`config.mk`:
```
export PLATFORM = sky130hd
export DESIGN_NAME = dnlc_front
export DESIGN_NICKNAME = d
export VERILOG_FILES = /design/src/rtl/core/dnlc_pkg.sv /design/src/rtl/core/dnlc_front.sv
export SDC_FILE = /design/constraint.sdc
export NUM_CORES = 1
export LEC_CHECK = 0
export BUFFER_PORTS_ARGS = -buffer_cell sky130_fd_sc_hd__buf_4
export CORE_AREA = 2 2 276 278
export DETAILED_ROUTE_END_ITERATION = 6
export DIE_AREA = 0 0 278 280
export PLACE_DENSITY = 0.59
export SLEW_MARGIN = 20
export SYNTH_ARGS = -nofsm -noshare
export SYNTH_HDL_FRONTEND = slang
export SYNTH_SLANG_ARGS = --single-unit
```
`constraint.sdc`:
```
create_clock -name clk -period 10.33 [get_ports clk]
set_input_delay 2.066 -clock clk [delete_from_list [all_inputs] [get_ports clk]]
set_output_delay 2.066 -clock clk [all_outputs]
set_load 0.02 [all_outputs]
```
`src/rtl/core/dnlc_pkg.sv`:
```
`default_nettype none
// ----------------------------------------------------------------------------
// dnlc_pkg
// Shared types, constants and the hash permutation of the directory name
// lookup cache.
// ----------------------------------------------------------------------------
package dnlc_pkg;

    localparam int NUM_SETS_DEF = 256;
    localparam int NUM_WAYS_DEF = 3;
    localparam int MAX_NAME     = 15;
    localparam int CHAR_SLOTS   = 15;
    localparam int HASH_STEPS   = (CHAR_SLOTS + 1) / 2;
    localparam int SUM_BITS     = 32;

    localparam logic [1:0] ACT_LOOKUP = 2'd0;
    localparam logic [1:0] ACT_ENTER  = 2'd1;
    localparam logic [1:0] ACT_DELETE = 2'd2;
    localparam logic [1:0] ACT_PURGE  = 2'd3;

    localparam logic [15:0] CHAR_LOWER_A = 16'h0061;
    localparam logic [15:0] CHAR_LOWER_Z = 16'h007a;
    localparam logic [15:0] CHAR_FOLD    = 16'h0020;

    localparam logic [7:0] REG_CASE_FOLD = 8'd0;

    typedef struct packed {
        logic [1:0]  action;
        logic [31:0] volume_id;
        logic [31:0] dir_ino;
        logic [7:0]  name_len;
        logic [63:0] name_w0;
        logic [63:0] name_w1;
        logic [63:0] name_w2;
        logic [47:0] name_w3;
        logic [31:0] new_ino;
    } in_item_t;

    typedef struct packed {
        logic        hit;
        logic [31:0] found_ino;
    } out_item_t;

    typedef logic [CHAR_SLOTS-1:0][15:0] name_t;

    typedef struct packed {
        logic [1:0]  action;
        logic        ignore;
        logic [31:0] volume;
        logic [31:0] dir;
        logic [3:0]  len;
        name_t       chars;
        logic [31:0] new_ino;
    } req_t;

    typedef struct packed {
        logic [31:0] volume;
        logic [31:0] dir;
        logic [31:0] ino;
        logic [3:0]  len;
        name_t       chars;
    } way_t;

    localparam logic [7:0] PERM [256] = '{
        8'h8d,8'h23,8'h12,8'h6b,8'h4b,8'h1f,8'h4e,8'h05,8'h54,8'hcb,8'hbd,8'hd4,8'hb3,8'h69,8'he1,8'h91,
        8'h7e,8'haf,8'h31,8'h6e,8'h56,8'h72,8'h83,8'h8a,8'h67,8'h66,8'h36,8'h96,8'haa,8'h42,8'h73,8'h3d,
        8'h29,8'hc1,8'hde,8'he8,8'ha7,8'hfd,8'ha1,8'hd8,8'h1e,8'h41,8'h13,8'h2f,8'h37,8'hae,8'hb4,8'h97,
        8'hda,8'h6c,8'h75,8'hfc,8'hcc,8'he3,8'h7d,8'h76,8'h8e,8'h02,8'ha0,8'h61,8'h8f,8'h63,8'h17,8'h0f,
        8'hee,8'h8c,8'h78,8'h4d,8'hf7,8'hfa,8'hc4,8'h48,8'h6a,8'h53,8'h86,8'h38,8'hdc,8'h08,8'h4f,8'hc8,
        8'hff,8'h21,8'hf8,8'h5e,8'hea,8'h07,8'h28,8'h7f,8'h58,8'h93,8'h2e,8'hc5,8'h8b,8'h4c,8'h50,8'hcd,
        8'hb6,8'h99,8'h2b,8'h80,8'h74,8'hd3,8'hf9,8'hbc,8'ha8,8'h9f,8'h20,8'h34,8'hc2,8'hd0,8'h22,8'h33,
        8'hd6,8'h01,8'he7,8'h3c,8'ha9,8'h79,8'h1d,8'h81,8'h9c,8'he5,8'hbe,8'h95,8'h89,8'h3e,8'hc9,8'hb1,
        8'h46,8'h5f,8'h88,8'h87,8'h45,8'hef,8'hac,8'had,8'h6f,8'hb2,8'h47,8'hf6,8'hf2,8'ha2,8'h5a,8'h18,
        8'hb8,8'h9a,8'he9,8'h2d,8'h39,8'h15,8'h59,8'h5b,8'h98,8'h1b,8'h16,8'hc0,8'hb7,8'ha5,8'h24,8'hce,
        8'h06,8'h25,8'h0a,8'h51,8'h70,8'hdd,8'hed,8'h40,8'h71,8'hd1,8'h3f,8'h1a,8'h03,8'hc3,8'hfb,8'hbf,
        8'hcf,8'h0e,8'h94,8'hdb,8'hca,8'he0,8'h27,8'hf0,8'hf3,8'h11,8'h5c,8'hc6,8'h9d,8'hbb,8'h35,8'h85,
        8'hab,8'h14,8'h77,8'hf5,8'hd5,8'hec,8'h30,8'hb0,8'h6d,8'ha3,8'h65,8'hba,8'hb5,8'hc7,8'h9e,8'h3a,
        8'h04,8'h4a,8'h44,8'h90,8'hdf,8'h7a,8'h92,8'hf1,8'h0b,8'he2,8'ha6,8'h7c,8'h60,8'h0c,8'h55,8'h0d,
        8'h57,8'h2a,8'h9b,8'h84,8'hf4,8'h19,8'hd2,8'h10,8'h7b,8'he4,8'h62,8'hd7,8'h00,8'h5d,8'he6,8'h2c,
        8'h49,8'h09,8'h43,8'h68,8'h52,8'hd9,8'h3b,8'h1c,8'h32,8'hfe,8'heb,8'h82,8'h26,8'hb9,8'h64,8'ha4
    };

endpackage
`default_nettype wire

```
`src/rtl/core/dnlc_front.sv`:
```
`default_nettype none
// ----------------------------------------------------------------------------
// dnlc_front
// Accepts requests, folds case, hashes the name and reduces it to a set.
// ----------------------------------------------------------------------------
module dnlc_front
    import dnlc_pkg::*;
#(
    parameter int NUM_SETS = NUM_SETS_DEF,
    parameter int SW       = (NUM_SETS > 1) ? $clog2(NUM_SETS) : 1
)
(
    input  wire logic    clk,
    input  wire logic    rst_n,
    input  wire logic    case_fold,
    input  wire logic    push,
    input  wire in_item_t req,
    output logic         full,
    output logic         q_push,
    output req_t         q_req,
    output logic [SW-1:0] q_set,
    input  wire logic    q_full
);

    localparam int          SET_L     = $clog2(NUM_SETS);
    localparam int          RECIP_SH  = (SET_L > 0) ? SET_L - 1 : 0;
    localparam int          MOD_STEPS = 3;
    localparam logic [31:0] RECIP_M   = 32'((((64'd1 << 32) * ((64'd1 << SET_L)
                                        - 64'(NUM_SETS))) / 64'(NUM_SETS)) + 64'd1);

    typedef enum logic [4:0] {
        F_IDLE = 5'b00001,
        F_HASH = 5'b00010,
        F_SUM  = 5'b00100,
        F_MOD  = 5'b01000,
        F_PUSH = 5'b10000
    } fstate_t;

    fstate_t                       state_reg, state_next;
    req_t                          req_reg;
    logic [CHAR_SLOTS:0][15:0]     sh_reg;
    logic [3:0]                    rl_reg;
    logic [7:0]                    even_reg;
    logic [7:0]                    odd_reg;
    logic                          stop_reg;
    logic [4:0]                    cnt_reg;
    logic [SUM_BITS-1:0]           sum_reg;
    logic [31:0]                   t1_reg;
    logic [31:0]                   quo_reg;
    logic [SW-1:0]                 rem_reg;
    name_t                         folded;
    logic [CHAR_SLOTS*16-1:0]      name_all;
    logic [63:0]                   prod;
    logic [31:0]                   q_calc;
    logic [31:0]                   qn;
    logic [31:0]                   rem_calc;
    logic                          stop_a;
    logic                          stop_b;
    logic [7:0]                    even_next;
    logic [7:0]                    odd_next;
    logic                          ign;

    assign full     = (state_reg != F_IDLE);
    assign name_all = {req.name_w3, req.name_w2, req.name_w1, req.name_w0};
    assign ign      = (req.action != ACT_PURGE)
                      && ((req.name_len == 8'd0) || (req.name_len > 8'(MAX_NAME)));

    always_comb
    begin
        logic [15:0] c;
        for (int k = 0; k < CHAR_SLOTS; k++)
        begin
            c = name_all[16*k +: 16];
            if (case_fold && (c >= CHAR_LOWER_A) && (c <= CHAR_LOWER_Z))
            begin
                c = c - CHAR_FOLD;
            end
            folded[k] = c;
        end
    end

    always_comb
    begin
        stop_a    = stop_reg;
        even_next = even_reg;
        odd_next  = odd_reg;
        if (!stop_a && (rl_reg != 4'd0))
        begin
            if (sh_reg[0] == 16'h0000)
            begin
                stop_a = 1'b1;
            end
            else
            begin
                even_next = PERM[even_reg ^ sh_reg[0][7:0]];
            end
        end
        stop_b = stop_a;
        if (!stop_a && (rl_reg > 4'd1))
        begin
            if (sh_reg[1] == 16'h0000)
            begin
                stop_b = 1'b1;
            end
            else
            begin
                odd_next = PERM[odd_reg ^ sh_reg[1][7:0]];
            end
        end
    end

    assign prod     = {32'd0, sum_reg} * {32'd0, RECIP_M};
    assign q_calc   = (t1_reg + ((sum_reg - t1_reg) >> 1)) >> RECIP_SH;
    assign qn       = quo_reg * 32'(NUM_SETS);
    assign rem_calc = sum_reg - qn;

    always_comb
    begin
        state_next = state_reg;
        q_push     = 1'b0;
        case (state_reg)
            F_IDLE:
            begin
                if (push)
                begin
                    state_next = (ign || (req.action == ACT_PURGE)) ? F_PUSH : F_HASH;
                end
            end
            F_HASH:
            begin
                if (cnt_reg == 5'(HASH_STEPS - 1))
                begin
                    state_next = F_SUM;
                end
            end
            F_SUM:
            begin
                state_next = F_MOD;
            end
            F_MOD:
            begin
                if (cnt_reg == 5'(MOD_STEPS - 1))
                begin
                    state_next = F_PUSH;
                end
            end
            F_PUSH:
            begin
                if (!q_full)
                begin
                    q_push     = 1'b1;
                    state_next = F_IDLE;
                end
            end
            default:
            begin
                state_next = F_IDLE;
            end
        endcase
    end

    assign q_req = req_reg;
    assign q_set = rem_reg;

    always_ff @(posedge clk)
    begin
        case (state_reg)
            F_IDLE:
            begin
                req_reg.action  <= req.action;
                req_reg.ignore  <= ign;
                req_reg.volume  <= req.volume_id;
                req_reg.dir     <= req.dir_ino;
                req_reg.len     <= req.name_len[3:0];
                req_reg.chars   <= folded;
                req_reg.new_ino <= req.new_ino;
                sh_reg          <= {16'h0000, folded};
                rl_reg          <= req.name_len[3:0];
                even_reg        <= 8'h00;
                odd_reg         <= 8'h00;
                stop_reg        <= 1'b0;
                rem_reg         <= '0;
            end
            F_HASH:
            begin
                sh_reg   <= sh_reg >> 32;
                rl_reg   <= (rl_reg > 4'd2) ? rl_reg - 4'd2 : 4'd0;
                even_reg <= even_next;
                odd_reg  <= odd_next;
                stop_reg <= stop_b;
            end
            F_SUM:
            begin
                sum_reg <= {16'h0000, odd_reg, even_reg} + req_reg.volume + req_reg.dir;
                rem_reg <= '0;
            end
            F_MOD:
            begin
                if (cnt_reg == 5'd0)
                begin
                    t1_reg <= prod[63:32];
                end
                else if (cnt_reg == 5'd1)
                begin
                    quo_reg <= q_calc;
                end
                else
                begin
                    rem_reg <= (NUM_SETS == 1) ? '0 : rem_calc[SW-1:0];
                end
            end
            default:
            begin
            end
        endcase
    end

    always_ff @(posedge clk or negedge rst_n)
    begin
        if (!rst_n)
        begin
            state_reg <= F_IDLE;
            cnt_reg   <= 5'd0;
        end
        else
        begin
            state_reg <= state_next;
            if (state_reg != state_next)
            begin
                cnt_reg <= 5'd0;
            end
            else if ((state_reg == F_HASH) || (state_reg == F_MOD))
            begin
                cnt_reg <= cnt_reg + 5'd1;
            end
        end
    end

endmodule
`default_nettype wire

```
==> qor.csv <==
stage,metric,value,unit
run_status,status,"complete, no violations",
global_routing,grt_start_max_net_pins,132,
yosys,synth-seq-cells,622,
yosys,synth_area_per_cell,12.5,um^2
clocking,cts.hold.buffers_added,0,
routing,drc_violation_total_after_the_first_tritonroute_iteration,1875,
clocking,tritoncts.num_buffers,72,
setup_path,crit-reg2reg-launch,state_reg[3],
clocking,cts_root_buffer,sky130_fd_sc_hd__clkbuf_16,
layout,final_nets,3290,
place,dpl.hpwl,76200,um
layout,layout_cells_sized_above_1,32.5,%
sta,maxSlewHeadroom,25.7,%
clocking,cts.repair.resized,0,
floorplan,start_util,37.4,%
layout,largest_register_ffs,343,
yosys,synth-edff-count,612,
sta,hold_violations,0,
yosys,seq_area_frac_synth,66.3,%
routing,drt_drc_violations_left,0,
yosys,mappedNetlistArea,28100,um^2
global_routing,grt_pass1_wl,148000,um
place,post_dp_cell_area,34300,um^2
clocking,clk_pin_slew,0.05,ns
layout,postLayoutCoreUtil,48.9,%
global_routing,grt_pass1_vias,21300,
min_path,timing.hold.worst_path_depth,2,
sta,hold_slack,0.507,ns
routing,vias_per_cell,5.43,
floorplan,design.portCount,704,
global_routing,aggregate_global_routing_overflow,0,
routing,route.final.wire_length,104000,um
floorplan,die_x,278,um
clocking,worst_skew_pair.late_latency,0.63,ns
setup_path,critical_path.startpoint_type,flop,
layout,post-route-cell-area,36800,um^2
setup_path,critical_path_arrival,2.53,ns
clocking,post_cts.repair.setup_buffers,0,
sta,max_freq,218,MHz
power_and_ir_drop,peakVddDrop,244,uV
floorplan,area_of_the_core,75200,um^2
setup_path,crit_fanout,9,
sta,number_of_setup_violations_in_the_final_report,0,
sta,tightestPinTransition,1.11,ns
sta,final.min_clock_period,4.60,ns
floorplan,placementRows,101,
layout,layout-area-overhead-vs-synth,30.9,%
sta,timing.final.crit_share,44.5,%
clocking,deepest_level_of_the_cts_h_tree,3,
power_and_ir_drop,total_leakage_power,14.7,nW
sta,report.final.slew_viol_count,0,
yosys,synthCells,2254,
routing,routed_wire_length_per_instance,26.4,um
routing,drt.antenna.violating_nets,0,
job,timing.max_cap.violations,0,
yosys,ys.warnings.count,0,
setup_path,critical_path.endpoint_type,output pin,
setup_path,required_time_at_the_endpoint_of_the_critical_path,8.26,ns
routing,vias,21300,
clocking,tritoncts,done,
setup_path,rrSetupSlack,6.21,ns
setup_path,ff2ff_path_depth,7,
yosys,ys_dominant_reg_cell,sky130_fd_sc_hd__edfxtp_1,
sta,setup-tns-final,0,ns
floorplan,die_height,280,um
setup_path,rr_endpoint,even_reg[0],
clocking,numClockSinks,622,
setup_path,timing_worst_setup_path_type,flop to output pin,
min_path,hold_path_end,sh_reg[35],
layout,final.fill_count,6710,
place,io_buffers,703,
yosys,synthesis.nets,2657,
min_path,hp-class,flop to flop,
routing,first_pass_iters,6,
yosys,yosysUniqueCellTypes,76,
yosys,asyncSetResetFlopFracSynth,1.61,%
global_routing,antenna_found_initial,13,
sta,rsz0062_at_grt,no,
power_and_ir_drop,cellPowerDensity,343,nW/um^2
global_routing,globalRouteTotalUtil,26.0,%
floorplan,dieArea,77800,um^2
clocking,cts-root-to-sink-buffers,3,
sta,finClkSkew,0.0256,ns
min_path,hold_start,sh_reg[67],
place,globalplace.congestion,1.01,
power breakdown:
group / internal [mW] / switching [mW] / leakage [nW]
Combinational: 1.75 / 3.84 / 7.41
Clock: 1.54 / 1.09 / 1.17
Sequential: 4.05 / 0.347 / 6.09
Total: 7.34 / 5.28 / 14.7
final cells by class:
| cell class | count | area [um^2] | area share (%) |
|---|---|---|---|
| inverters | 62 | 240 | 0.653 |
| well taps | 978 | 1220 | 3.33 |
| repair buffers | 736 | 5560 | 15.1 |
| diodes | 7 | 17.5 | 0.0476 |
| flip-flops and latches | 622 | 18600 | 50.6 |
| multi-input cells | 1393 | 8700 | 23.6 |
| clock buffers | 84 | 1870 | 5.08 |
| clock inverters | 45 | 563 | 1.53 |
critical path: stages (launching register included):
cell	delay, ns
sky130_fd_sc_hd__dfrtp_1	0.42
sky130_fd_sc_hd__or3_1	0.47
sky130_fd_sc_hd__or3b_2	0.76
sky130_fd_sc_hd__buf_4	0.26
how the worst max path moves through the flow:
stage,cells after the start,end,start
after floorplan,4,q_req[0],state_reg[3]
after global placement,3,q_push,q_full
after detailed placement,3,q_push,q_full
after CTS,3,full,state_reg[3]
after global routing,3,full,state_reg[3]
final,3,full,state_reg[3]
cells in the mapped netlist, drive strengths merged, types with 6 or more instances:
cell | n | share of area [%]
edfxtp | 612 | 65
nand2 | 493 | 6.6
clkbuf | 138 | 1.8
nor2 | 118 | 1.6
mux2 | 69 | 2.8
nand2b | 62 | 1.4
a21oi | 60 | 1.1
inv | 60 | 0.80
o21ai | 48 | 0.85
and2 | 45 | 1.0
ha | 44 | 2.0
buf | 39 | 0.71
nand3 | 36 | 0.64
nor4 | 34 | 0.76
nor3 | 32 | 0.57
mux2i | 28 | 1.0
o31ai | 20 | 0.53
o221ai | 19 | 0.59
xnor2 | 19 | 0.65
a31oi | 18 | 0.40
nor4b | 18 | 0.56
or4 | 18 | 0.48
o22ai | 17 | 0.38
o211ai | 15 | 0.40
a311oi | 14 | 0.44
a221oi | 12 | 0.37
or2 | 11 | 0.24
xor2 | 11 | 0.42
a211oi | 10 | 0.27
nand4 | 10 | 0.22
dfrtp | 9 | 0.80
mux4 | 9 | 0.72
nand4b | 9 | 0.28
fa | 8 | 0.57
a311o | 6 | 0.21
o2111ai | 6 | 0.19
o311ai | 6 | 0.19
metal layers:
| layer | wire length, um | track usage (%) | share of wire (%) |
|---|---|---|---|
| met2 | 50700 | 42.9 | 49 |
| met5 | 56 | 0 | 0.054 |
| met3 | 8600 | 6.67 | 8.3 |
| met4 | 3880 | 10.0 | 3.7 |
| met1 | 40500 | 32.9 | 39 |
cells by family (layout without fill, tap and decap cells):
| kind of cell | count (synthesis) | after routing | synth area share [%] |
|---|---|---|---|
| and+or+nand+nor | 901 | 901 | 14.7 |
| DFF | 622 | 622 | 66.3 |
| AOI/OAI and AO/OA | 304 | 304 | 7.58 |
| buffers and inverters | 239 | 927 | 3.38 |
| muxes | 106 | 106 | 4.48 |
| adders and majority gates | 52 | 52 | 2.53 |
| xor gates and xnor gates | 30 | 30 | 1.07 |
| other | 0 | 7 | 0 |
cell usage in the layout, fill, tap and decap left out, types with 7 or more instances in the layout:
cell type / Yosys / final
sky130_fd_sc_hd__bufinv_16: 0 / 9
sky130_fd_sc_hd__nand4b_1: 9 / 9
sky130_fd_sc_hd__a221oi_1: 12 / 12
sky130_fd_sc_hd__a311oi_1: 14 / 14
sky130_fd_sc_hd__clkbuf_1: 138 / 11
sky130_fd_sc_hd__mux2i_1: 28 / 28
sky130_fd_sc_hd__or4_1: 18 / 18
sky130_fd_sc_hd__nand2_1: 493 / 492
sky130_fd_sc_hd__edfxtp_1: 612 / 612
sky130_fd_sc_hd__and2_1: 45 / 45
sky130_fd_sc_hd__o221ai_1: 19 / 19
sky130_fd_sc_hd__xnor2_1: 17 / 14
sky130_fd_sc_hd__mux4_2: 9 / 9
sky130_fd_sc_hd__a21oi_1: 60 / 60
sky130_fd_sc_hd__nor4b_1: 18 / 18
sky130_fd_sc_hd__a211oi_1: 10 / 10
sky130_fd_sc_hd__inv_1: 59 / 57
sky130_fd_sc_hd__mux2_2: 69 / 69
sky130_fd_sc_hd__a31oi_1: 18 / 17
sky130_fd_sc_hd__nor2_1: 118 / 117
sky130_fd_sc_hd__o211ai_1: 15 / 15
sky130_fd_sc_hd__clkinv_1: 2 / 12
sky130_fd_sc_hd__diode_2: 0 / 7
sky130_fd_sc_hd__nand4_1: 10 / 10
sky130_fd_sc_hd__o22ai_1: 17 / 17
sky130_fd_sc_hd__nor3_1: 32 / 32
sky130_fd_sc_hd__or2_2: 11 / 10
sky130_fd_sc_hd__o31ai_1: 20 / 20
sky130_fd_sc_hd__fa_1: 8 / 8
sky130_fd_sc_hd__nand3_1: 36 / 36
sky130_fd_sc_hd__o21ai_0: 48 / 48
sky130_fd_sc_hd__nand2b_1: 62 / 62
sky130_fd_sc_hd__clkinv_2: 0 / 11
sky130_fd_sc_hd__ha_1: 44 / 44
sky130_fd_sc_hd__dfrtp_1: 9 / 9
sky130_fd_sc_hd__nor4_1: 34 / 34
sky130_fd_sc_hd__buf_4: 3 / 734
sky130_fd_sc_hd__clkbuf_16: 0 / 73
through the flow:
step           setup slack [ns]  instances  total power, mW
3_5_place_dp               5.80       3790             9.93
2_1_floorplan              1.43       2254             7.89
3_3_place_gp               5.73       3790             9.93
6_report                   5.73       3927             12.6
5_1_grt                    5.67       3927             13.1
4_1_cts                    5.72       3919             12.6
No activity file was read; power rests on OpenSTA's default activity.
