==> config.mk <==
export PLATFORM = sky130hd
export DESIGN_NAME = dnlc_fifo
export DESIGN_NICKNAME = d
export VERILOG_FILES = /design/src/rtl/core/dnlc_fifo.sv
export SDC_FILE = /design/constraint.sdc
export NUM_CORES = 1
export LEC_CHECK = 0
export CORE_MARGIN = 1
export CORE_UTILIZATION = 30
export DETAILED_ROUTE_END_ITERATION = 10
export DONT_BUFFER_PORTS = 1
export SLEW_MARGIN = 15
export SYNTH_ARGS = -nofsm -noshare
export SYNTH_HDL_FRONTEND = slang
export SYNTH_SLANG_ARGS = --single-unit
==> constraint.sdc <==
create_clock -name clk -period 1.9 [get_ports clk]
set_input_delay 0.095 -clock clk [delete_from_list [all_inputs] [get_ports clk]]
set_output_delay 0.095 -clock clk [all_outputs]
set_load 0.03 [all_outputs]
==> src/rtl/core/dnlc_fifo.sv <==
`default_nettype none
// ----------------------------------------------------------------------------
// dnlc_fifo
// Two-entry register queue between stages.
// ----------------------------------------------------------------------------
module dnlc_fifo
#(
    parameter int WIDTH = 8
)
(
    input  wire logic             clk,
    input  wire logic             rst_n,
    input  wire logic             wr,
    input  wire logic [WIDTH-1:0] wdata,
    output logic                  full,
    input  wire logic             rd,
    output logic [WIDTH-1:0]      rdata,
    output logic                  empty
);

    logic [WIDTH-1:0] slot_reg [2];
    logic             wp_reg;
    logic             rp_reg;
    logic [1:0]       cnt_reg;
    logic             do_wr;
    logic             do_rd;

    assign full  = (cnt_reg == 2'd2);
    assign empty = (cnt_reg == 2'd0);
    assign rdata = slot_reg[rp_reg];
    assign do_wr = wr && !full;
    assign do_rd = rd && !empty;

    always_ff @(posedge clk)
    begin
        if (do_wr)
        begin
            slot_reg[wp_reg] <= wdata;
        end
    end

    always_ff @(posedge clk or negedge rst_n)
    begin
        if (!rst_n)
        begin
            wp_reg  <= 1'b0;
            rp_reg  <= 1'b0;
            cnt_reg <= 2'd0;
        end
        else
        begin
            if (do_wr)
            begin
                wp_reg <= !wp_reg;
            end
            if (do_rd)
            begin
                rp_reg <= !rp_reg;
            end
            if (do_wr && !do_rd)
            begin
                cnt_reg <= cnt_reg + 2'd1;
            end
            else if (do_rd && !do_wr)
            begin
                cnt_reg <= cnt_reg - 2'd1;
            end
        end
    end

endmodule
`default_nettype wire

==> results of run 1 <==
==> layer usage <==
metal | track usage (%) | up-vias | share of wire (%)
li1 | - | 186 | -
met1 | 11.7 | 188 | 44
met2 | 12.7 | 15 | 47
met3 | 2.01 | 0 | 9.2
met4 | 5.26 | 0 | 0
met5 | 0 | - | 0
==> final cells by class <==
cell class | count | area (sq um)
Clock buffer | 3 | 22.5
Clock inverter | 1 | 30.0
Fill cell | 251 | 1500
Inverter | 2 | 7.51
Multi-Input combinational cell | 21 | 189
Sequential cell | 20 | 581
Tap cell | 30 | 37.5
Timing Repair Buffer | 11 | 108
==> cell usage after synthesis <==
| master | n | area, sq um |
|---|---|---|
| edfxtp_1 | 16 | 480 |
| mux2_1 | 6 | 67.6 |
| dfrtp_1 | 4 | 100 |
| nor2_1 | 3 | 11.3 |
| inv_1 | 2 | 7.51 |
| mux2_2 | 2 | 22.5 |
| xnor2_1 | 2 | 17.5 |
| xor2_1 | 2 | 17.5 |
| and3_1 | 1 | 6.26 |
| buf_2 | 1 | 5.00 |
| ha_1 | 1 | 12.5 |
| nand2_2 | 1 | 6.26 |
| nand2b_1 | 1 | 6.26 |
| o21ai_1 | 1 | 5.00 |
| xnor2_2 | 1 | 16.3 |
==> path summary, 6_finish.rpt <==
kind                                                to  slack, ns  cells after the start
worst min register to register  cnt_reg[1]$_DFFE_PN0P_       0.53                      1
min in group asynchronous       cnt_reg[0]$_DFFE_PN0P_       0.05                      1
max in group asynchronous           wp_reg$_DFFE_PN0P_       1.66                      1
worst min-delay path                rp_reg$_DFFE_PN0P_      0.009                      2
worst max-delay path                          rdata[4]       0.39                      1
worst max register to register  cnt_reg[1]$_DFFE_PN0P_       0.41                      6
==> stage by stage <==
step | hold slack (ns) | worst slack (ns) | area (sq um) | std cells
after floorplan | -0.201 | 0.508 | 782 | 44
after global routing | 0.0147 | 0.248 | 975 | 88
final | 0.00908 | 0.389 | 975 | 88
after detailed placement | -0.200 | 0.430 | 822 | 74
after global placement | -0.200 | 0.444 | 822 | 74
after CTS | 0.00572 | 0.355 | 975 | 88
==> cell families after synthesis <==
| logic type | after synthesis | share of synthesized area (%) |
|---|---|---|
| adders and majority gates | 1 | 1.60 |
| and+or+nand+nor | 6 | 3.84 |
| muxes | 8 | 11.5 |
| buffers and inverters | 3 | 1.60 |
| DFF | 20 | 74.2 |
| xor gates and xnor gates | 5 | 6.56 |
| AOI/OAI and AO/OA | 1 | 0.639 |
==> report_power, final <==
part,switching (mW),internal [mW]
clock,0.127,0.213
combinational,0.351,0.181
sequential,0.0950,0.612
==> repair_timing <==
action | CTS | global route
hold buffers | 10 | 0
resized for setup | 0 | 0
endpoints found under the hold margin | 21 | 0
==> summary.md, run 1 <==
| Metric | Value |
|---|---|
| Port bufs | `0` |
| CP arrival | `1.42 ns` |
| P_leak | `0.365 nW` |
| Total GRT Usage | `8.72%` |
| Yosys cell types | `15` |
| Initial Util | `31.6%` |
| Tmin final | `1.51 ns` |
| Placer congestion estimate | `0.694` |
| Via count | `389` |
| Router iterations before antenna repair | `4` |
| Core Footprint | `2480 sq um` |
| Worst-margin pin slew | `0.539 ns` |
| Antenna violations before repair | `0` |
| Max reg flops | `16` |
| Mapped Area | `782 sq um` |
| Final Cycle Share | `79.5%` |
| H-tree depth | `1` |
| Worst setup path start | `rp_reg$_DFFE_PN0P_` |
| Hold Crit Start | `rd` |
| Chip width | `53.1 um` |
| Syn nets | `57` |
| CP bufs+invs | `0` |
| Chip height | `53.1 um` |
| Critical Path RT | `1.80 ns` |
| Row Count | `18` |
| Num CTS Buffers | `3` |
| Clock Tree Buf Depth | `2` |
| Worst-path cell chain | `mux2_1` |
| Final setup vio count | `0` |
| Post-Syn Instances | `44` |
| Post-CTS setup buffer count | `0` |
| Peak Freq | `662 MHz` |
| Flops & latches, synth | `20` |
| Worst path max stage delay | `0.61 ns` |
| Routed Antenna Nets | `0` |
| Worst skew pair latency | `0.30 ns` |
| P&R area growth vs syn | `24.6%` |
| Hold Fails Final Rpt | `0` |
| Worst hold path class | `in2reg` |
| Clk slew on worst S/H paths | `0.12 ns` |
| Tot Pwr | `1.58 mW` |
| VDD IR-drop max | `1.00 mV` |
| RSZ-0062 raised after global routing | `false` |
| Relative max-transition margin | `63.9%` |
| # nets final | `72` |
| Outcome | `complete, no violations` |
| Power per cell area | `1620 nW/um^2` |
| Slowest-stage cell, CP | `dfrtp_1` |
| Sequential share of the synthesized area | `74.2%` |
| Crit Path Category | `reg2out` |
| Clock sinks | `20` |
| Largest net degree at the start of global routing | `13` |
| Post-detailed-route via-to-cell ratio | `4.42` |
| Max Slew Vio Count | `0` |
| Global-route wire length before repair | `1700 um` |
| Setup TNS | `0 ns` |
| CP Launch Type | `register` |
| Die area | `2810 sq um` |
| Synth Warn # | `0` |
| DRC Markers | `0` |
| Most common cell after layout, fill and taps aside | `edfxtp_1` |
| # IOs | `22` |
| MaxCap Viol Count | `0` |
| WL per Instance | `12.8 um` |
| Clock skew | `0.0138 ns` |
| Util after Layout | `39.3%` |
| Worst reg2reg startpoint | `cnt_reg[0]$_DFFE_PN0P_` |
| Syn avg cell area | `17.8 sq um` |
| Antenna diode count | `0` |
| HPWL Detailed | `798 um` |
| Most frequent cells in the layout | `edfxtp_1, dlygate4sd3_1, mux2_1, dfrtp_1` |
| CTS tree | `done` |
| CTS Root Cell | `clkbuf_4` |
| Total Wirelength | `1130 um` |
| Initial drt markers | `8` |
| Grt ovf | `0` |
| Top cell family by delay on the critical path | `flip-flops` |
| CP max FO | `9` |
| Number of global-route vias before repair | `392` |
| CP Capture Type | `primary output` |
| Share of cells above drive strength 1 | `15.5%` |
(Power assumes the default switching activity.)
==> run 2, diff against run 1 <==
==> constraint.sdc (replaced) <==
create_clock -name clk -period 1.45 [get_ports clk]
set_input_delay 0.0725 -clock clk [delete_from_list [all_inputs] [get_ports clk]]
set_output_delay 0.0725 -clock clk [all_outputs]
set_load 0.03 [all_outputs]
==> run 2 against run 1 <==
Effect of this change: sequential power grew 31%; register-to-register slack lost 0.36 ns; wire length grew 4.5%; via count grew 6.2%; setup slack lost 0.34 ns; worst hold slack lost 0.0029 ns; clock skew shrank 0.0079 ns; clock-buffer cell count grew 1; combinational power grew 57%; largest cell class unchanged.
==> summary.md, run 2 (synthesis results as in run 1) <==
| Metric | Value |
|---|---|
| R2R depth | `6 (unchanged)` |
| Placer congestion estimate | `0.688 (-0.88%)` |
| Chip height | `53.1 um (unchanged)` |
| H-tree depth | `1 (unchanged)` |
| CTS Root Cell | `clkbuf_4` |
| CP max FO | `2 (-7)` |
| Grt ovf | `0 (unchanged)` |
| Final setup vio count | `0 (unchanged)` |
| Largest net degree at the start of global routing | `12 (-1)` |
| CP Launch Type | `register` |
| CTS tree | `done` |
| Worst-margin pin slew | `0.392 ns (-0.146 ns)` |
| Slowest-stage cell, CP | `dfrtp_1` |
| Routed Antenna Nets | `0 (unchanged)` |
| Post-detailed-route via-to-cell ratio | `4.49 (+1.6%)` |
| DRC Markers | `0 (unchanged)` |
| P_leak | `0.378 nW (+3.6%)` |
| WL per Instance | `12.8 um (about the same)` |
| Crit Path Category | `reg2reg` |
| Filler Cell Count | `252 (+0.40%)` |
| Clk slew on worst S/H paths | `0.10 ns (-0.02 ns)` |
| Setup TNS | `0 ns (unchanged)` |
| Global-route wire length before repair | `1750 um (+2.8%)` |
| Final worst slack | `0.0452 ns (-0.344 ns)` |
| Post-route cell area | `996 sq um (+2.2%)` |
| Antenna violations before repair | `0 (unchanged)` |
| Hold Fails Final Rpt | `0 (unchanged)` |
| Relative max-transition margin | `73.8% (+9.9 points)` |
| CP dominant cell by count | `xor2_1` |
| FF-to-FF setup slack | `0.05 ns (-0.36 ns)` |
| HPWL Detailed | `781 um (-2.2%)` |
| Number of global-route vias before repair | `423 (+7.9%)` |
| Worst-path cell chain | `buf_4, o21ai_1, ha_1, xor2_1, nor2_2, xor2_1` |
| Critical Path RT | `1.63 ns (-0.17 ns)` |
| Max reg flops | `16 (unchanged)` |
| Placed cell area | `837 sq um (+1.8%)` |
| Worst hold path class | `in2reg` |
| # nets final | `76 (+5.6%)` |
| Worst skew pair latency | `0.29 ns (about the same)` |
| Core Footprint | `2480 sq um (unchanged)` |
| Clock sinks | `20 (unchanged)` |
| Worst reg2reg startpoint | `cnt_reg[0]$_DFFE_PN0P_` |
| Initial drt markers | `3 (-5)` |
| Post-Place Worst Slack | `0.0523 ns (-0.377 ns)` |
| Initial Util | `31.6% (unchanged)` |
| Total GRT Usage | `9.02% (+0.29 points)` |
| Row Count | `18 (unchanged)` |
| # IOs | `22 (unchanged)` |
| Chip width | `53.1 um (unchanged)` |
| Tmin final | `1.40 ns` |
| Max Slew Vio Count | `0 (unchanged)` |
| Most frequent cells in the layout | `edfxtp_1, dlygate4sd3_1, mux2_1, buf_4, clkbuf_4` |
| Share of cells above drive strength 1 | `25.8% (+10 points)` |
| Clock skew | `0.00588 ns (-0.00793 ns)` |
| CP Capture Type | `register` |
| Power per cell area | `2030 nW/um^2 (+25%)` |
| Final Cycle Share | `96.9%` |
| MaxCap Viol Count | `0 (unchanged)` |
| WHS Path Cells | `2 (unchanged)` |
| VDD IR-drop max | `1.37 mV (+36%)` |
| CP bufs+invs | `1 (+1)` |
| Outcome | `complete, no violations` |
| Peak Freq | `712 MHz` |
| P&R area growth vs syn | `27.4%` |
| Util after Layout | `40.2% (+0.86 points)` |
| Worst path max stage delay | `0.39 ns (-0.22 ns)` |
| Top cell family by delay on the critical path | `flip-flops` |
| Most common cell after layout, fill and taps aside | `edfxtp_1` |
| Hold Path Sink | `rp_reg$_DFFE_PN0P_` |
| Total Wirelength | `1180 um (+4.5%)` |
| Router iterations before antenna repair | `2 (-2)` |
| Antenna diode count | `0 (unchanged)` |
| CP arrival | `1.59 ns (+0.17 ns)` |
| Num CTS Buffers | `3 (unchanged)` |
| Die area | `2810 sq um (unchanged)` |
| Via count | `413 (+6.2%)` |
| Critical R2R Capture | `cnt_reg[1]$_DFFE_PN0P_` |
| Port bufs | `0 (unchanged)` |
| Clock Tree Buf Depth | `2 (unchanged)` |
| Hold Crit Start | `rd` |
## run 2: layer usage
| layer | GRT usage [%] | vias up | part of all wire [%] | routed length (um) |
|---|---|---|---|---|
| li1 | - | 192 | - | - |
| met1 | 10.7 | 204 | 44 | 515 |
| met2 | 14.8 | 17 | 48 | 569 |
| met3 | 2.87 | 0 | 8.0 | 94 |
| met4 | 3.95 | 0 | 0 | 0 |
| met5 | 0 | - | 0 | 0 |
## run 2: worst max-delay path by stage
| stage | start | end | slack (ns) | cells past startpoint |
|---|---|---|---|---|
| after detailed placement | cnt_reg[0]$_DFFE_PN0P_ | cnt_reg[1]$_DFFE_PN0P_ | 0.05 | 6 |
| after CTS | cnt_reg[0]$_DFFE_PN0P_ | cnt_reg[1]$_DFFE_PN0P_ | 0.03 | 6 |
| after global placement | cnt_reg[0]$_DFFE_PN0P_ | cnt_reg[1]$_DFFE_PN0P_ | 0.08 | 6 |
| final | cnt_reg[0]$_DFFE_PN0P_ | cnt_reg[1]$_DFFE_PN0P_ | 0.05 | 6 |
| after floorplan | cnt_reg[0]$_DFFE_PN0P_ | slot_reg[0][0]$_DFFE_PP_ | 0.06 | 3 |
| after global routing | cnt_reg[0]$_DFFE_PN0P_ | cnt_reg[1]$_DFFE_PN0P_ | -0.003 | 6 |
## run 2: cell type report
type                    instances  area (sq um)  area share [%]
flip-flops and latches         20           583            58.5
multi-input cells              21           204            20.5
repair buffers                 15           138            13.8
well taps                      30          37.5            3.77
clock buffers                   4          26.3            2.64
inverters                       2          7.51           0.754
## run 2: where the power goes
part	switching, mW	internal, mW	total, mW
Combinational	0.506	0.329	0.836
Sequential	0.119	0.808	0.927
Clock	0.152	0.107	0.258
Total	0.777	1.24	2.02
## run 2: stage by stage
step | hold slack (ns) | std cells | power, mW
after global placement | -0.223 | 76 | 1.65
after detailed placement | -0.223 | 76 | 1.67
after global routing | 0.0300 | 92 | 2.14
final | 0.00618 | 92 | 2.02
after CTS | 0.00239 | 90 | 1.96
after floorplan | -0.223 | 44 | 1.53
## run 2: worst register-to-register path, stage by stage, from the launching register on
cell and delay (ns):
dfrtp_1 0.39, buf_4 0.14, o21ai_1 0.19, ha_1 0.20, xor2_1 0.18, nor2_2 0.06, xor2_1 0.14
## run 2: what timing repair did
item                       in CTS  in global routing
hold buffers                   10                  0
setup endpoints to repair       8                  1
hold endpoints to repair       21                  0
pin swaps                       0                  2
setup buffers                   0                  2
resized for setup               1                  4
==> run 3, diff against run 2 <==
--- a/config.mk
+++ b/config.mk
@@ -9,6 +9,7 @@
 export CORE_UTILIZATION = 30
 export DETAILED_ROUTE_END_ITERATION = 10
 export DONT_BUFFER_PORTS = 1
+export PLACE_DENSITY = 0.46
 export SLEW_MARGIN = 15
 export SYNTH_ARGS = -nofsm -noshare
 export SYNTH_HDL_FRONTEND = slang
==> run 3 against run 2 <==
Effect of this change: register-to-register slack better by 0.03 ns; first-iteration DRC count is 33% lower; core utilization is 0.71 points higher; via count shrank 0.73%; clock skew is 0.00076 ns higher; setup slack improved by 0.032 ns; critical path depth shrank 1; clock-buffer cell count did not move; global-route usage up 1.5 points; combinational power increased by 2%; clock power barely moved; design area rose by 1.8%.
==> summary.md, run 3 (synthesis results as in run 1) <==
| Metric | Value |
|---|---|
| Slowest-stage cell, CP | `dfrtp_1` |
| DRC Markers | `0 (unchanged)` |
| Most common cell after layout, fill and taps aside | `edfxtp_1` |
| Peak Freq | `728 MHz (+2.3%)` |
| Hold Fails Final Rpt | `0 (unchanged)` |
| Hold Path Sink | `wp_reg$_DFFE_PN0P_` |
| Antenna violations before repair | `0 (unchanged)` |
| CP Launch Type | `register` |
| Global-route wire length before repair | `1950 um (+11%)` |
| Post-detailed-route via-to-cell ratio | `4.32 (-3.9%)` |
| H-tree depth | `1 (unchanged)` |
| MaxCap Viol Count | `0 (unchanged)` |
| Cell Int Power | `1.26 mW (+1.5%)` |
| Worst-path cell chain | `nand2b_4, nand2_2, buf_4, nor2_1, buf_4` |
| Net switching power | `0.782 mW (+0.67%)` |
| FF-to-FF setup slack | `0.08 ns (+0.03 ns)` |
| CTS Root Cell | `clkbuf_4` |
| Setup TNS | `0 ns (unchanged)` |
| Clk slew on worst S/H paths | `0.10 ns (about the same)` |
| WL per Instance | `13.9 um (+8.1%)` |
| Die area | `2810 sq um (unchanged)` |
| Power per cell area | `2020 nW/um^2 (-0.54%)` |
| Post-Place Worst Slack | `0.0646 ns (+0.0123 ns)` |
| Tmin final | `1.37 ns (-0.0321 ns)` |
| Router iterations before antenna repair | `2 (unchanged)` |
| Via count | `410 (-0.73%)` |
| Clock Tree Buf Depth | `2 (unchanged)` |
| Crit Path Category | `reg2reg` |
| Total Wirelength | `1320 um (+12%)` |
| Largest net degree at the start of global routing | `12 (unchanged)` |
| Number of global-route vias before repair | `422 (-0.24%)` |
| Relative max-transition margin | `81.0% (+7.1 points)` |
| # nets final | `79 (+3.9%)` |
| CP max FO | `6 (+4)` |
| Outcome | `complete, no violations` |
| Initial drt markers | `2 (-1)` |
| Max reg flops | `16 (unchanged)` |
| Worst hold path class | `in2reg` |
| Final Cycle Share | `94.7% (-2.2 points)` |
| Chip width | `53.1 um (unchanged)` |
| Worst skew pair latency | `0.29 ns (about the same)` |
| Most frequent cells in the layout | `edfxtp_1, dlygate4sd3_1, buf_4, mux2_1` |
| P&R area growth vs syn | `29.6%` |
| Chip height | `53.1 um (unchanged)` |
| WHS Path Cells | `3 (+1)` |
| CTS tree | `done` |
| R2R depth | `5 (-1)` |
| Sw frac | `38.2% (-0.20 points)` |
| CP dominant cell by count | `buf_4` |
| Critical Path RT | `1.46 ns (-0.17 ns)` |
| Critical R2R Capture | `slot_reg[0][4]$_DFFE_PP_` |
| Routed Antenna Nets | `0 (unchanged)` |
| Antenna diode count | `0 (unchanged)` |
| Hold Crit Start | `wr` |
| Final worst slack | `0.0773 ns (+0.0321 ns)` |
| Clock power share | `12.6% (-0.2 points)` |
| Final setup vio count | `0 (unchanged)` |
| RSZ-0062 raised after global routing | `false` |
| Num CTS Buffers | `3 (unchanged)` |
| Placer congestion estimate | `0.824 (+20%)` |
| CP Capture Type | `register` |
| Worst path max stage delay | `0.46 ns (+0.07 ns)` |
| Reg power frac | `45.6% (-0.3 points)` |
| P_leak | `0.393 nW (+3.9%)` |
| CP bufs+invs | `2 (+1)` |
| Grt ovf | `0 (unchanged)` |
| WHS | `0.0354 ns (+0.0292 ns)` |
| Share of cells above drive strength 1 | `27.7% (+1.9 points)` |
| # IOs | `22 (unchanged)` |
| Core Footprint | `2480 sq um (unchanged)` |
| Combinational share of power | `41.8% (+0.5 points)` |
| CP arrival | `1.38 ns (-0.21 ns)` |
| Total GRT Usage | `10.5% (+1.5 points)` |
| Row Count | `18 (unchanged)` |
| VDD IR-drop max | `1.03 mV (-25%)` |
| Worst-margin pin slew | `0.286 ns (-0.106 ns)` |
| Top cell family by delay on the critical path | `flip-flops` |
| HPWL Detailed | `924 um (+18%)` |
| Clock skew | `0.00664 ns (+0.000761 ns)` |
| Clock sinks | `20 (unchanged)` |
| Port bufs | `0 (unchanged)` |
| Max Slew Vio Count | `0 (unchanged)` |
| Worst reg2reg startpoint | `cnt_reg[1]$_DFFE_PN0P_` |
| Initial Util | `31.6% (unchanged)` |
run 3: per-stage QoR:
stage / area [sq um] / power, mW / utilization, % / instances
finish: 1010 / 2.05 / 40.9 / 95
global route: 1010 / 2.16 / 40.9 / 95
CTS: 985 / 2.03 / 39.7 / 93
detailed placement: 867 / 1.73 / 35.0 / 80
global placement: 867 / 1.70 / 35.0 / 80
floorplan: 782 / 1.53 / - / 44
run 3: how the worst max path moves through the flow:
stage | from | endpoint | slack, ns | cells after the start
4_1_cts | cnt_reg[0]$_DFFE_PN0P_ | cnt_reg[1]$_DFFE_PN0P_ | 0.04 | 6
6_report | cnt_reg[1]$_DFFE_PN0P_ | slot_reg[0][4]$_DFFE_PP_ | 0.08 | 5
5_1_grt | cnt_reg[1]$_DFFE_PN0P_ | cnt_reg[1]$_DFFE_PN0P_ | 0.002 | 7
2_1_floorplan | cnt_reg[0]$_DFFE_PN0P_ | slot_reg[0][0]$_DFFE_PP_ | 0.06 | 3
3_3_place_gp | cnt_reg[0]$_DFFE_PN0P_ | cnt_reg[1]$_DFFE_PN0P_ | 0.13 | 6
3_5_place_dp | cnt_reg[0]$_DFFE_PN0P_ | cnt_reg[1]$_DFFE_PN0P_ | 0.06 | 6
run 3: layer usage:
layer  GRT usage, %  wire length (um)
met4           6.58                 0
met1           9.72               447
met3           3.74                96
met5              0                 0
met2           19.2               773
run 3: timing repair:
action | 4_1_cts | 5_1_grt
setup buffers | 0 | 1
pin swaps | 0 | 1
hold buffers | 9 | 1
gates resized for setup | 1 | 2
setup endpoints to repair | 8 | 1
hold endpoints to repair | 20 | 1
run 3: area by class of cell:
class / count / area (sq um)
Clock buffer: 4 / 26.3
Fill cell: 246 / 1460
Inverter: 2 / 7.51
Multi-Input combinational cell: 21 / 200
Sequential cell: 20 / 582
Tap cell: 30 / 37.5
Timing Repair Buffer: 18 / 160
run 3: power by group through the flow:
stage	clock network [mW]	logic, mW	registers (mW)
after global placement	0	0.774	0.923
after floorplan	0	0.653	0.875
final	0.258	0.855	0.933
after detailed placement	0	0.794	0.937
after global routing	0.289	0.916	0.952
after CTS	0.275	0.821	0.930
run 3: worst reg2reg max path: stages, from the launching register on:
cell and delay (ns):
dfrtp_1 0.46, nand2b_4 0.11, nand2_2 0.06, buf_4 0.14, nor2_1 0.14, buf_4 0.18
